<file path="src/hw/rtl/lmbc_pkg.sv">
// Package with the mode codes, register indexes, reset values and color blend for the LED driver.
package lmbc_pkg;

  localparam int COLOR_W    = 24;
  localparam int CFG_IDX_W  = 3;
  localparam int CFG_DATA_W = 24;
  localparam int BLINK_W    = 16;
  localparam int FADE_W     = 8;
  localparam int MODE_W     = 3;

  typedef logic [MODE_W-1:0] mode_t;

  localparam mode_t MODE_OFF    = 3'd0;
  localparam mode_t MODE_STEADY = 3'd1;
  localparam mode_t MODE_SLOW   = 3'd2;
  localparam mode_t MODE_FAST   = 3'd3;
  localparam mode_t MODE_FADE   = 3'd4;
  localparam mode_t MODE_HOLD   = 3'd5;

  typedef enum logic [CFG_IDX_W-1:0] {
    CFG_MODE          = 3'd0,
    CFG_BASE_COLOR    = 3'd1,
    CFG_SLOW_INTERVAL = 3'd2,
    CFG_FAST_INTERVAL = 3'd3,
    CFG_FADE_PERIOD   = 3'd4
  } cfg_idx_t;

  localparam logic [COLOR_W-1:0] BASE_COLOR_RST    = 24'hFF0000;
  localparam logic [BLINK_W-1:0] SLOW_INTERVAL_RST = 16'd1000;
  localparam logic [BLINK_W-1:0] FAST_INTERVAL_RST = 16'd500;
  localparam logic [FADE_W-1:0]  FADE_PERIOD_RST   = 8'd10;

  // Blend of one channel with its inverse, divided by 255 exactly for 16-bit sums.
  function automatic logic [7:0] blend_chan(input logic [7:0] c, input logic [7:0] w);
    logic [16:0] acc;
    logic [16:0] adj;
    acc = 17'(16'(c) * 16'(8'hFF - w)) + 17'(16'(8'hFF - c) * 16'(w));
    adj = acc + 17'(acc[16:8]) + 17'd1;
    return adj[15:8];
  endfunction

  function automatic logic [COLOR_W-1:0] blend_color(input logic [COLOR_W-1:0] col,
                                                     input logic [7:0] w);
    logic [COLOR_W-1:0] res;
    res = '0;
    for (int i = 0; i < 3; i++) begin
      res[i*8 +: 8] = blend_chan(col[i*8 +: 8], w);
    end
    return res;
  endfunction

endpackage

</file>
<file path="src/hw/rtl/led_mode_blink_crossfade.sv">
// RGB LED mode driver: off, steady, slow and fast blink, crossfade and hold.
// A request accepted into the input register moves on to the result register and out_valid once that register is free.
// Throughput: one request per cycle through an input register and a result register, unless out_ready stalls them.
// Reset (synchronous, rst_n low) clears the valid flags of both stages, the counters and the LED color,
// and loads the register defaults.
module led_mode_blink_crossfade
  import lmbc_pkg::*;
(
  input  logic                  clk,
  input  logic                  rst_n,
  input  logic                  in_valid,
  output logic                  in_ready,
  input  logic                  in_tick,
  output logic                  out_valid,
  input  logic                  out_ready,
  output logic [COLOR_W-1:0]    out_pixel_color,
  output logic                  out_refreshed,
  input  logic                  cfg_we,
  input  logic [CFG_IDX_W-1:0]  cfg_index,
  input  logic [CFG_DATA_W-1:0] cfg_wdata
);

  mode_t              mode_r;
  logic [COLOR_W-1:0] base_color_r;
  logic [BLINK_W-1:0] slow_interval_r;
  logic [BLINK_W-1:0] fast_interval_r;
  logic [FADE_W-1:0]  fade_period_r;

  logic [COLOR_W-1:0] led_color_r, led_color_nxt;
  logic [BLINK_W-1:0] blink_elapsed_r, blink_elapsed_nxt;
  logic [FADE_W-1:0]  fade_elapsed_r, fade_elapsed_nxt;
  logic [FADE_W-1:0]  fade_weight_r, fade_weight_nxt;

  logic               s1_vld_r;
  logic               s1_tick_r;
  logic               out_vld_r;
  logic [COLOR_W-1:0] out_color_r;
  logic               out_refr_r;
  logic               refreshed_nxt;

  logic               advance;
  logic               step;
  logic [BLINK_W-1:0] blink_inc;
  logic [FADE_W-1:0]  fade_inc;
  logic [BLINK_W-1:0] interval;

  assign advance  = !out_vld_r || out_ready;
  assign step     = s1_vld_r && advance;
  assign in_ready = !s1_vld_r || advance;

  assign out_valid       = out_vld_r;
  assign out_pixel_color = out_color_r;
  assign out_refreshed   = out_refr_r;

  always_comb begin
    blink_inc = blink_elapsed_r;
    fade_inc  = fade_elapsed_r;
    if (s1_tick_r) begin
      if (blink_elapsed_r != '1) blink_inc = blink_elapsed_r + 1'b1;
      if (fade_elapsed_r != '1) fade_inc = fade_elapsed_r + 1'b1;
    end
    interval          = (mode_r == MODE_SLOW) ? slow_interval_r : fast_interval_r;
    led_color_nxt     = led_color_r;
    blink_elapsed_nxt = blink_inc;
    fade_elapsed_nxt  = fade_inc;
    fade_weight_nxt   = fade_weight_r;
    refreshed_nxt     = 1'b1;
    case (mode_r)
      MODE_SLOW, MODE_FAST: begin
        if (blink_inc >= interval) begin
          blink_elapsed_nxt = '0;
          led_color_nxt     = (led_color_r == base_color_r) ? '0 : base_color_r;
        end else begin
          refreshed_nxt = 1'b0;
        end
      end
      MODE_OFF:    led_color_nxt = '0;
      MODE_STEADY: led_color_nxt = base_color_r;
      MODE_FADE: begin
        if (fade_inc >= fade_period_r) begin
          fade_elapsed_nxt = '0;
          led_color_nxt    = blend_color(base_color_r, fade_weight_r);
          fade_weight_nxt  = fade_weight_r + 1'b1;
        end
      end
      MODE_HOLD: led_color_nxt = led_color_r;
      default:   led_color_nxt = led_color_r;
    endcase
  end

  always_ff @(posedge clk) begin
    if (!rst_n) begin
      mode_r          <= MODE_OFF;
      base_color_r    <= BASE_COLOR_RST;
      slow_interval_r <= SLOW_INTERVAL_RST;
      fast_interval_r <= FAST_INTERVAL_RST;
      fade_period_r   <= FADE_PERIOD_RST;
      led_color_r     <= '0;
      blink_elapsed_r <= '0;
      fade_elapsed_r  <= '0;
      fade_weight_r   <= '0;
      s1_vld_r        <= 1'b0;
      out_vld_r       <= 1'b0;
    end else begin
      if (in_ready) begin
        s1_vld_r <= in_valid;
      end
      if (advance) begin
        out_vld_r <= s1_vld_r;
      end
      if (step) begin
        led_color_r     <= led_color_nxt;
        blink_elapsed_r <= blink_elapsed_nxt;
        fade_elapsed_r  <= fade_elapsed_nxt;
        fade_weight_r   <= fade_weight_nxt;
      end
      if (cfg_we) begin
        case (cfg_index)
          CFG_MODE: begin
            if (cfg_wdata[MODE_W-1:0] != mode_r) begin
              mode_r          <= cfg_wdata[MODE_W-1:0];
              blink_elapsed_r <= '0;
            end
          end
          CFG_BASE_COLOR:    base_color_r    <= cfg_wdata[COLOR_W-1:0];
          CFG_SLOW_INTERVAL: slow_interval_r <= cfg_wdata[BLINK_W-1:0];
          CFG_FAST_INTERVAL: fast_interval_r <= cfg_wdata[BLINK_W-1:0];
          CFG_FADE_PERIOD:   fade_period_r   <= cfg_wdata[FADE_W-1:0];
          default: ;
        endcase
      end
    end
  end

  always_ff @(posedge clk) begin
    if (in_valid && in_ready) begin
      s1_tick_r <= in_tick;
    end
    if (step) begin
      out_color_r <= led_color_nxt;
      out_refr_r  <= refreshed_nxt;
    end
  end

endmodule

</file>
<file path="config.mk">
export PLATFORM = sky130hd
export DESIGN_NAME = led_mode_blink_crossfade
export DESIGN_NICKNAME = d
export VERILOG_FILES = /design/src/hw/rtl/lmbc_pkg.sv /design/src/hw/rtl/led_mode_blink_crossfade.sv
export SDC_FILE = /design/constraint.sdc
export NUM_CORES = 1
export LEC_CHECK = 0
export BUFFER_PORTS_ARGS = -buffer_cell sky130_fd_sc_hd__buf_2
export CORE_MARGIN = 10
export CORE_UTILIZATION = 47
export CTS_BUF_LIST = sky130_fd_sc_hd__clkbuf_8
export DETAILED_ROUTE_END_ITERATION = 10
export HOLD_SLACK_MARGIN = 0.03
export PLACE_DENSITY = 0.74
export SLEW_MARGIN = 15
export SYNTH_ARGS = -nofsm -noshare
export SYNTH_HDL_FRONTEND = slang
export SYNTH_SLANG_ARGS = --single-unit
</file>
<file path="constraint.sdc">
create_clock -name clk -period 7.05 [get_ports clk]
set_input_delay 0.705 -clock clk [delete_from_list [all_inputs] [get_ports clk]]
set_output_delay 0.705 -clock clk [all_outputs]
set_load 0.02 [all_outputs]
</file>
==> qor.csv, run 1 <==
metric,value,unit
sequential_area_share_after_synthesis,0.145,
fin_cells,3530,
antenna_cells_inserted,0,
area_of_combinational_cells_with_multiple_inputs,18500,sq um
nets,3472,
timing_hold_violations_final,0,
setup.worst_path.end_class,flop,
design.portCount,60,
synth.net_count,3208,
slew_headroom,0.205,
timing.rr.end,led_color_r[3],
dp_cells,3431,
cts_tree,built,
placed_cell_area,25200,sq um
worst_path_clk_slew,0.10,ns
setup.worst_path.class,reg -> reg,
gp_congestion,0.939,
buffer_ports.inserted,59,
floorplan.initialDensity,0.475,
synth_top_cell_by_area,sky130_fd_sc_hd__fa_1,
pwr-share-seq,0.122,
r2r_slack,-0.21,ns
number_of_flops_mapped_to_enable_cells_by_yosys,26,
postSynth.asyncResetShare,0,
total_leakage_power,13.4,nW
clkSinkCount,151,
preCtsSetupSlack,-0.511,ns
top_cells_by_area_synth,"sky130_fd_sc_hd__fa_1, sky130_fd_sc_hd__ha_1, sky130_fd_sc_hd__dfxtp_1",
final_worst_path_period_need,7.26,ns
hpwlAfterDp,49800,microns
beginning_of_the_worst_hold_path,in_tick,
crit_fanout,6,
grt_pass1_wl,103000,microns
detail-route-antenna-nets,0,
fin_worst_skew,0.0162,ns
number_of_slew_limit_violations_in_the_final_report,0,
largest_net_degree_at_the_start_of_global_routing,74,
synth_top_cell_area_share,0.257,
gr-total-overflow,0,
grt_util_all_layers,0.223,
hold_fix_buffer_count_after_cts,0,
deepest_level_of_the_cts_h_tree,4,
critical_path.slowest_cell,sky130_fd_sc_hd__or4_4,
clk_root_buffer_cell,sky130_fd_sc_hd__clkbuf_8,
cts_buffer_depth,2,
layout.filler_cells,3953,
cp-start-kind,flop,
worstReg2RegStart,fade_weight_r[3],
power.combinational.fraction,0.785,
antenna_found_initial,0,
hold_path_class,in -> reg,
timing.critical_path.slowest_cell_delay,0.54,ns
final_design_area_no_fill,27700,sq um
final_critical_path_share_of_the_clock_period,1.03,
failed_checks,setup timing,
switching_power,0.00354,W
cts_buffers,17,
detailedRoute.firstPassIterationCount,7,
rsz0062_at_grt,yes,
netlist_area,22600,sq um
power.density,272,nW/um^2
wl_per_cell,18.4,microns
dr_vias_cell,5.53,
worstSkewPairLatency,0.53,ns
synth-warning-count,0,
first_global_vias,20075,
setup_viol,36,
postSynth.topFlopCell,sky130_fd_sc_hd__dfxtp_1,
area_growth_syn_to_layout,22.3,%
postSynthCellCount,2638,
route.final.wire_length,65100,microns
max_clock_freq,138,MHz
intPower,0.00399,W
power.switching_fraction,0.470,
hold_path_end,s1_tick_r,
timing.critical_path.mode_cell,sky130_fd_sc_hd__fa_1,
ratio_of_cells_with_drive_above_1_in_the_final_layout,0.238,
syn-mean-instance-area,8.58,sq um
worst_max_slew_pin_slew,1.19,ns
worst-r2r-cell-count,30,
coreArea,47600,sq um
synth-seq-cells,151,
remaining_drc_errors,0,
worstPathArrival,7.65,ns
timing.max_cap.violations,0,
routed-via-count,19525,
drt_iter0_markers,1397,
status,finished with violations,
die_w,239,microns
ys_types,89,
peakVddDrop,0.000588,V
required,7.45,ns
fp.dieH,239,microns
rows,80,
regArea,3340,sq um
power.share.clock,0.093,
die_area,57300,sq um
final_worst_slack,-0.207,ns
holdPathStages,1,
## cell usage in the layout (no fill, tap or decap), types with 15 or more instances in the layout
master	n
sky130_fd_sc_hd__a21o_1	29
sky130_fd_sc_hd__a21oi_1	91
sky130_fd_sc_hd__a21oi_2	20
sky130_fd_sc_hd__a22oi_1	31
sky130_fd_sc_hd__buf_2	59
sky130_fd_sc_hd__buf_4	278
sky130_fd_sc_hd__buf_6	25
sky130_fd_sc_hd__clkbuf_8	18
sky130_fd_sc_hd__dfxtp_1	101
sky130_fd_sc_hd__edfxtp_1	26
sky130_fd_sc_hd__fa_1	275
sky130_fd_sc_hd__fa_2	16
sky130_fd_sc_hd__ha_1	216
sky130_fd_sc_hd__ha_4	17
sky130_fd_sc_hd__inv_1	428
sky130_fd_sc_hd__inv_2	22
sky130_fd_sc_hd__mux2i_1	27
sky130_fd_sc_hd__nand2_1	206
sky130_fd_sc_hd__nand2b_1	110
sky130_fd_sc_hd__nand3_1	47
sky130_fd_sc_hd__nand4_1	20
sky130_fd_sc_hd__nor2_1	151
sky130_fd_sc_hd__nor2b_1	174
sky130_fd_sc_hd__nor3_1	16
sky130_fd_sc_hd__o211ai_1	15
sky130_fd_sc_hd__o21a_1	16
sky130_fd_sc_hd__o21ai_0	32
sky130_fd_sc_hd__o21ai_1	17
sky130_fd_sc_hd__xnor2_1	53
sky130_fd_sc_hd__xor2_1	33
## logic make-up after synthesis
kind of cell    synth area share
mux                       0.0144
xor+xnor                  0.0467
compound gates             0.112
buf+inv                   0.0979
fa+ha+maj                  0.394
simple gates               0.190
flops                      0.145
## power by group through the flow
| stage | clock [W] | sequential (W) | combinational (W) |
|---|---|---|---|
| 3_3_place_gp | 0 | 0.000939 | 0.00378 |
| 3_5_place_dp | 0 | 0.000940 | 0.00388 |
| 2_1_floorplan | 0 | 0.000938 | 0.00242 |
| 4_1_cts | 0.000706 | 0.000919 | 0.00459 |
| 6_report | 0.000698 | 0.000918 | 0.00592 |
| 5_1_grt | 0.000736 | 0.000921 | 0.00630 |
## through the flow
| step | hold WS (ns) | util | power, W | TNS [ns] |
|---|---|---|---|---|
| floorplan | 0.433 | - | 0.00335 | 0 |
| global placement | 0.441 | 0.529 | 0.00472 | -4.94 |
| detailed placement | 0.446 | 0.529 | 0.00482 | -11.59 |
| CTS | 0.340 | 0.557 | 0.00622 | -1.02 |
| global route | 0.361 | 0.581 | 0.00795 | -13.52 |
| finish | 0.362 | 0.581 | 0.00753 | -3.40 |
## repair_timing
| item | CTS | global route |
|---|---|---|
| pin swaps | 91 | 110 |
| endpoints found under the setup margin | 47 | 48 |
| resized for setup | 169 | 189 |
| cloned | 1 | 0 |
| buffers inserted | 33 | 35 |
## worst max path at each step
stage | startpoint | to | slack [ns]
6_report | fade_weight_r[3] | led_color_r[3] | -0.21
5_1_grt | fade_weight_r[3] | out_pixel_color[19] | -0.39
4_1_cts | fade_weight_r[5] | out_pixel_color[2] | -0.14
3_5_place_dp | fade_weight_r[4] | out_pixel_color[3] | -0.51
3_3_place_gp | fade_weight_r[1] | out_pixel_color[3] | -0.29
2_1_floorplan | base_color_r[20] | led_color_r[23] | 0.0003
## area by class of cell
cell class                 count  share of cell area
sequential                   151               0.121
tap                          615              0.0278
clock inverter                14             0.00506
inverter                     453              0.0617
clock buffer                  18             0.00895
multi-input combinational   1900               0.668
timing repair buffer         379               0.108
## worst max-delay path: cells and delay by family, from the launching register on
| kind | cells | cell delay (ns) |
|---|---|---|
| fa+ha+maj | 8 | 3.40 |
| compound gates | 8 | 1.33 |
| simple gates | 4 | 0.82 |
| buf+inv | 8 | 0.81 |
| flops | 1 | 0.37 |
| xor+xnor | 2 | 0.37 |
## metal layers
metal	track usage	wire length, microns	vias to the layer above
met5	0	0	-
met3	0.0274	3550	150
met2	0.398	33700	680
li1	-	-	8949
met1	0.268	25600	9746
met4	0.0901	2310	0
## registers in the layout, summed over array words and instances (netlist names)
signal           cells
base_color_r        24
out_valid            1
blink_elapsed_r     16
s1_vld_r             1
slow_interval_r     16
out_pixel_color     24
fade_weight_r        8
out_refreshed        1
led_color_r         24
fast_interval_r     16
fade_period_r        8
mode_r               3
s1_tick_r            1
fade_elapsed_r       8
## cell usage after synthesis, types with 13 or more instances
master                       n
sky130_fd_sc_hd__nand4_1    20
sky130_fd_sc_hd__a22oi_1    31
sky130_fd_sc_hd__inv_1     450
sky130_fd_sc_hd__nor2_1    158
sky130_fd_sc_hd__nand2_1   210
sky130_fd_sc_hd__dfxtp_1   125
sky130_fd_sc_hd__nor2b_1   199
sky130_fd_sc_hd__a21o_1     29
sky130_fd_sc_hd__ha_1      246
sky130_fd_sc_hd__edfxtp_1   26
sky130_fd_sc_hd__o21a_1     16
sky130_fd_sc_hd__a21oi_1   110
sky130_fd_sc_hd__o211ai_1   15
sky130_fd_sc_hd__and3_1     13
sky130_fd_sc_hd__nor3_1     20
sky130_fd_sc_hd__xor2_1     42
sky130_fd_sc_hd__buf_1      16
sky130_fd_sc_hd__o21ai_0    51
sky130_fd_sc_hd__fa_1      291
sky130_fd_sc_hd__nand2b_1  119
sky130_fd_sc_hd__clkbuf_1  113
sky130_fd_sc_hd__mux2i_1    27
sky130_fd_sc_hd__xnor2_1    69
sky130_fd_sc_hd__nand3_1    53
(Power assumes the default switching activity.)
==> run 2, diff against run 1 <==
--- a/config.mk
+++ b/config.mk
@@ -11,7 +11,7 @@
 export CTS_BUF_LIST = sky130_fd_sc_hd__clkbuf_8
 export DETAILED_ROUTE_END_ITERATION = 10
 export HOLD_SLACK_MARGIN = 0.03
-export PLACE_DENSITY = 0.74
+export PLACE_DENSITY = 0.68
 export SLEW_MARGIN = 15
 export SYNTH_ARGS = -nofsm -noshare
 export SYNTH_HDL_FRONTEND = slang
==> run 2 against run 1 <==
The flow still finishes with violations (setup timing). Final cell count down 0.79%. Die area unchanged. Clock skew increased by 0.00070 ns. Final area fell by 1.9%. Global-route usage fell by 0.32 points. Routed wire length down 4.1%. Combinational power down 10%. Clock-buffer cell count decreased by 1. Hold slack better by 0.041 ns. Sequential power hardly changed. Critical path type unchanged. Critical endpoint is now led_color_r[23]. Largest cell class unchanged.
==> qor.csv, run 2 (synthesis gave the netlist of run 1 again) <==
metric,value,unit,change
final_cell_mix,"sky130_fd_sc_hd__inv_1, sky130_fd_sc_hd__fa_1, sky130_fd_sc_hd__buf_4",,
crit_path_launch,fade_weight_r[3],,
wl_per_cell,17.8,microns,-3.3%
timing_hold_violations_final,0,,unchanged
largest_net_degree_at_the_start_of_global_routing,72,,-2.7%
hold_fix_buffer_count_after_cts,0,,unchanged
buffer_ports.inserted,59,,unchanged
total_leakage_power,13.2,nW,-1.3%
number_of_slew_limit_violations_in_the_final_report,0,,unchanged
worstPathArrival,7.62,ns,-0.03 ns
dr_vias_cell,5.44,,-1.7%
hold_path_class,in -> reg,,
max_clock_freq,139,MHz,+0.90%
cts_buffer_depth,2,,unchanged
final_worst_path_period_need,7.19,ns,-0.0649 ns
antenna_cells_inserted,0,,unchanged
most_common_library_cell_in_the_layout_ignoring_fill_and_taps,sky130_fd_sc_hd__inv_1,,
clkSinkCount,151,,unchanged
ratio_of_cells_with_drive_above_1_in_the_final_layout,0.210,,-0.0285
grt_util_all_layers,0.220,,-0.00315
fin_worst_skew,0.0169,ns,+0.000701 ns
drt_iter0_markers,1088,,-22%
remaining_drc_errors,0,,unchanged
route.final.wire_length,62500,microns,-4.1%
required,7.48,ns,+0.03 ns
setup.worst_path.end_class,flop,,
worstReg2RegStart,fade_weight_r[3],,
clk_root_buffer_cell,sky130_fd_sc_hd__clkbuf_8,,
setup_viol,19,,-47%
nets,3444,,-0.81%
timing.max_cap.violations,0,,unchanged
die_w,239,microns,unchanged
rows,80,,unchanged
floorplan.initialDensity,0.475,,unchanged
detail-route-antenna-nets,0,,unchanged
area_growth_syn_to_layout,20.0,%,
slew_headroom,0.193,,-0.0120
r2r_slack,-0.14,ns,+0.06 ns
coreArea,47600,sq um,unchanged
routed-via-count,19034,,-2.5%
worst_path_clk_slew,0.10,ns,about the same
hpwlAfterDp,48900,microns,-1.9%
peakVddDrop,0.000477,V,-19%
final_worst_slack,-0.143,ns,+0.0649 ns
gr-total-overflow,0,,unchanged
worst_max_slew_pin_slew,1.21,ns,+0.0136 ns
antenna_found_initial,0,,unchanged
design.portCount,60,,unchanged
timing.rr.end,led_color_r[23],,
totalNegativeSetupSlack,-1.45,ns,+1.96 ns
cts_buffers,17,,unchanged
final_critical_path_share_of_the_clock_period,1.02,,-0.00920
deepest_level_of_the_cts_h_tree,4,,unchanged
power.density,255,nW/um^2,-6.3%
cts_tree,built,,
crit_fanout,6,,unchanged
die_area,57300,sq um,unchanged
rsz0062_at_grt,yes,,
setup.worst_path.end,led_color_r[23],,
preCtsSetupSlack,-0.543,ns,-0.0325 ns
grt_pass1_wl,102000,microns,-1.3%
failed_checks,setup timing,,
setup.worst_path.class,reg -> reg,,
worst-r2r-cell-count,25,,-17%
worstSkewPairLatency,0.49,ns,-0.04 ns
fp.dieH,239,microns,unchanged
first_global_vias,19729,,-1.7%
detailedRoute.firstPassIterationCount,6,,-1
cp-start-kind,flop,,
gp_congestion,0.918,,-2.2%
status,finished with violations,,
[run 2: cell count changes in the layout (fill, tap and decap cells not counted), moves of 6 or more]
| cell | previous run | this run |
|---|---|---|
| sky130_fd_sc_hd__buf_6 | 25 | 15 |
| sky130_fd_sc_hd__fa_1 | 275 | 281 |
| sky130_fd_sc_hd__fa_2 | 16 | 10 |
| sky130_fd_sc_hd__nor2b_4 | 12 | 5 |
| sky130_fd_sc_hd__buf_4 | 278 | 259 |
| sky130_fd_sc_hd__inv_1 | 428 | 441 |
| sky130_fd_sc_hd__ha_4 | 17 | 11 |
| sky130_fd_sc_hd__inv_2 | 22 | 10 |
| sky130_fd_sc_hd__nor2b_1 | 174 | 181 |
| sky130_fd_sc_hd__a21oi_2 | 20 | 13 |
| sky130_fd_sc_hd__ha_1 | 216 | 225 |
[run 2: through the flow]
stage | area [sq um] | util | power (W) | std cells | hold slack [ns]
after floorplan | 22800 | - | 0.00335 | 2638 | 0.433
after global placement | 25100 | 0.527 | 0.00474 | 3412 | 0.441
after detailed placement | 25100 | 0.527 | 0.00480 | 3412 | 0.449
after CTS | 26400 | 0.554 | 0.00624 | 3480 | 0.377
after global routing | 27200 | 0.570 | 0.00736 | 3502 | 0.380
final | 27200 | 0.570 | 0.00693 | 3502 | 0.402
[run 2: worst min-delay path by stage]
stage / startpoint / end / slack (ns) / depth (start not counted)
6_report: in_tick / s1_tick_r / 0.40 / 1
5_1_grt: in_tick / s1_tick_r / 0.38 / 1
4_1_cts: in_tick / s1_tick_r / 0.38 / 1
3_5_place_dp: slow_interval_r[14] / slow_interval_r[14] / 0.45 / 2
3_3_place_gp: slow_interval_r[12] / slow_interval_r[12] / 0.44 / 2
2_1_floorplan: slow_interval_r[0] / slow_interval_r[0] / 0.43 / 2
[run 2: repair_timing]
item	4_1_cts	5_1_grt
endpoints found under the setup margin	47	48
endpoints found under the hold margin	0	0
buffers inserted	37	20
cloned	0	3
pin swaps	53	77
resized for setup	144	121
[run 2: layout make-up]
class | instances | area [sq um]
Clock buffer | 17 | 234
Inverter | 453 | 1710
Clock inverter | 15 | 143
Timing Repair Buffer | 351 | 2770
Fill cell | 4153 | 20500
Tap cell | 615 | 769
Multi-Input combinational cell | 1900 | 18200
Sequential cell | 151 | 3330
[run 2: power breakdown]
group	total, W	internal, W	leakage (nW)	switching, W
Clock	0.000684	0.000288	0.196	0.000396
Combinational	0.00532	0.00263	11.8	0.00269
Sequential	0.000921	0.000896	1.26	0.0000247
Total	0.00693	0.00381	13.2	0.00311
[run 2: critical path: stages, from the launching register on]
cell and delay, ns:
sky130_fd_sc_hd__dfxtp_2 0.34, sky130_fd_sc_hd__buf_12 0.14, sky130_fd_sc_hd__nand2b_1 0.17, sky130_fd_sc_hd__fa_1 0.57, sky130_fd_sc_hd__fa_1 0.44, sky130_fd_sc_hd__fa_1 0.51
sky130_fd_sc_hd__inv_1 0.05, sky130_fd_sc_hd__fa_1 0.57, sky130_fd_sc_hd__fa_1 0.46, sky130_fd_sc_hd__fa_1 0.53, sky130_fd_sc_hd__ha_4 0.30, sky130_fd_sc_hd__o21a_1 0.15
sky130_fd_sc_hd__o31ai_2 0.11, sky130_fd_sc_hd__a21oi_2 0.22, sky130_fd_sc_hd__nor2_2 0.07, sky130_fd_sc_hd__xnor2_2 0.21, sky130_fd_sc_hd__ha_2 0.24, sky130_fd_sc_hd__buf_4 0.12
sky130_fd_sc_hd__a21oi_4 0.04, sky130_fd_sc_hd__o31ai_4 0.26, sky130_fd_sc_hd__a311oi_2 0.14, sky130_fd_sc_hd__o41a_1 0.45, sky130_fd_sc_hd__buf_4 0.17, sky130_fd_sc_hd__or4_4 0.49
sky130_fd_sc_hd__a31o_1 0.23, sky130_fd_sc_hd__a21oi_2 0.13
[run 2: routing by layer]
layer / vias to the layer above / track usage / wire length [microns]
met4: 0 / 0.0612 / 1540
met3: 93 / 0.0239 / 2900
met1: 9502 / 0.288 / 26800
li1: 8916 / - / -
met5: - / 0 / 0
met2: 523 / 0.379 / 31300
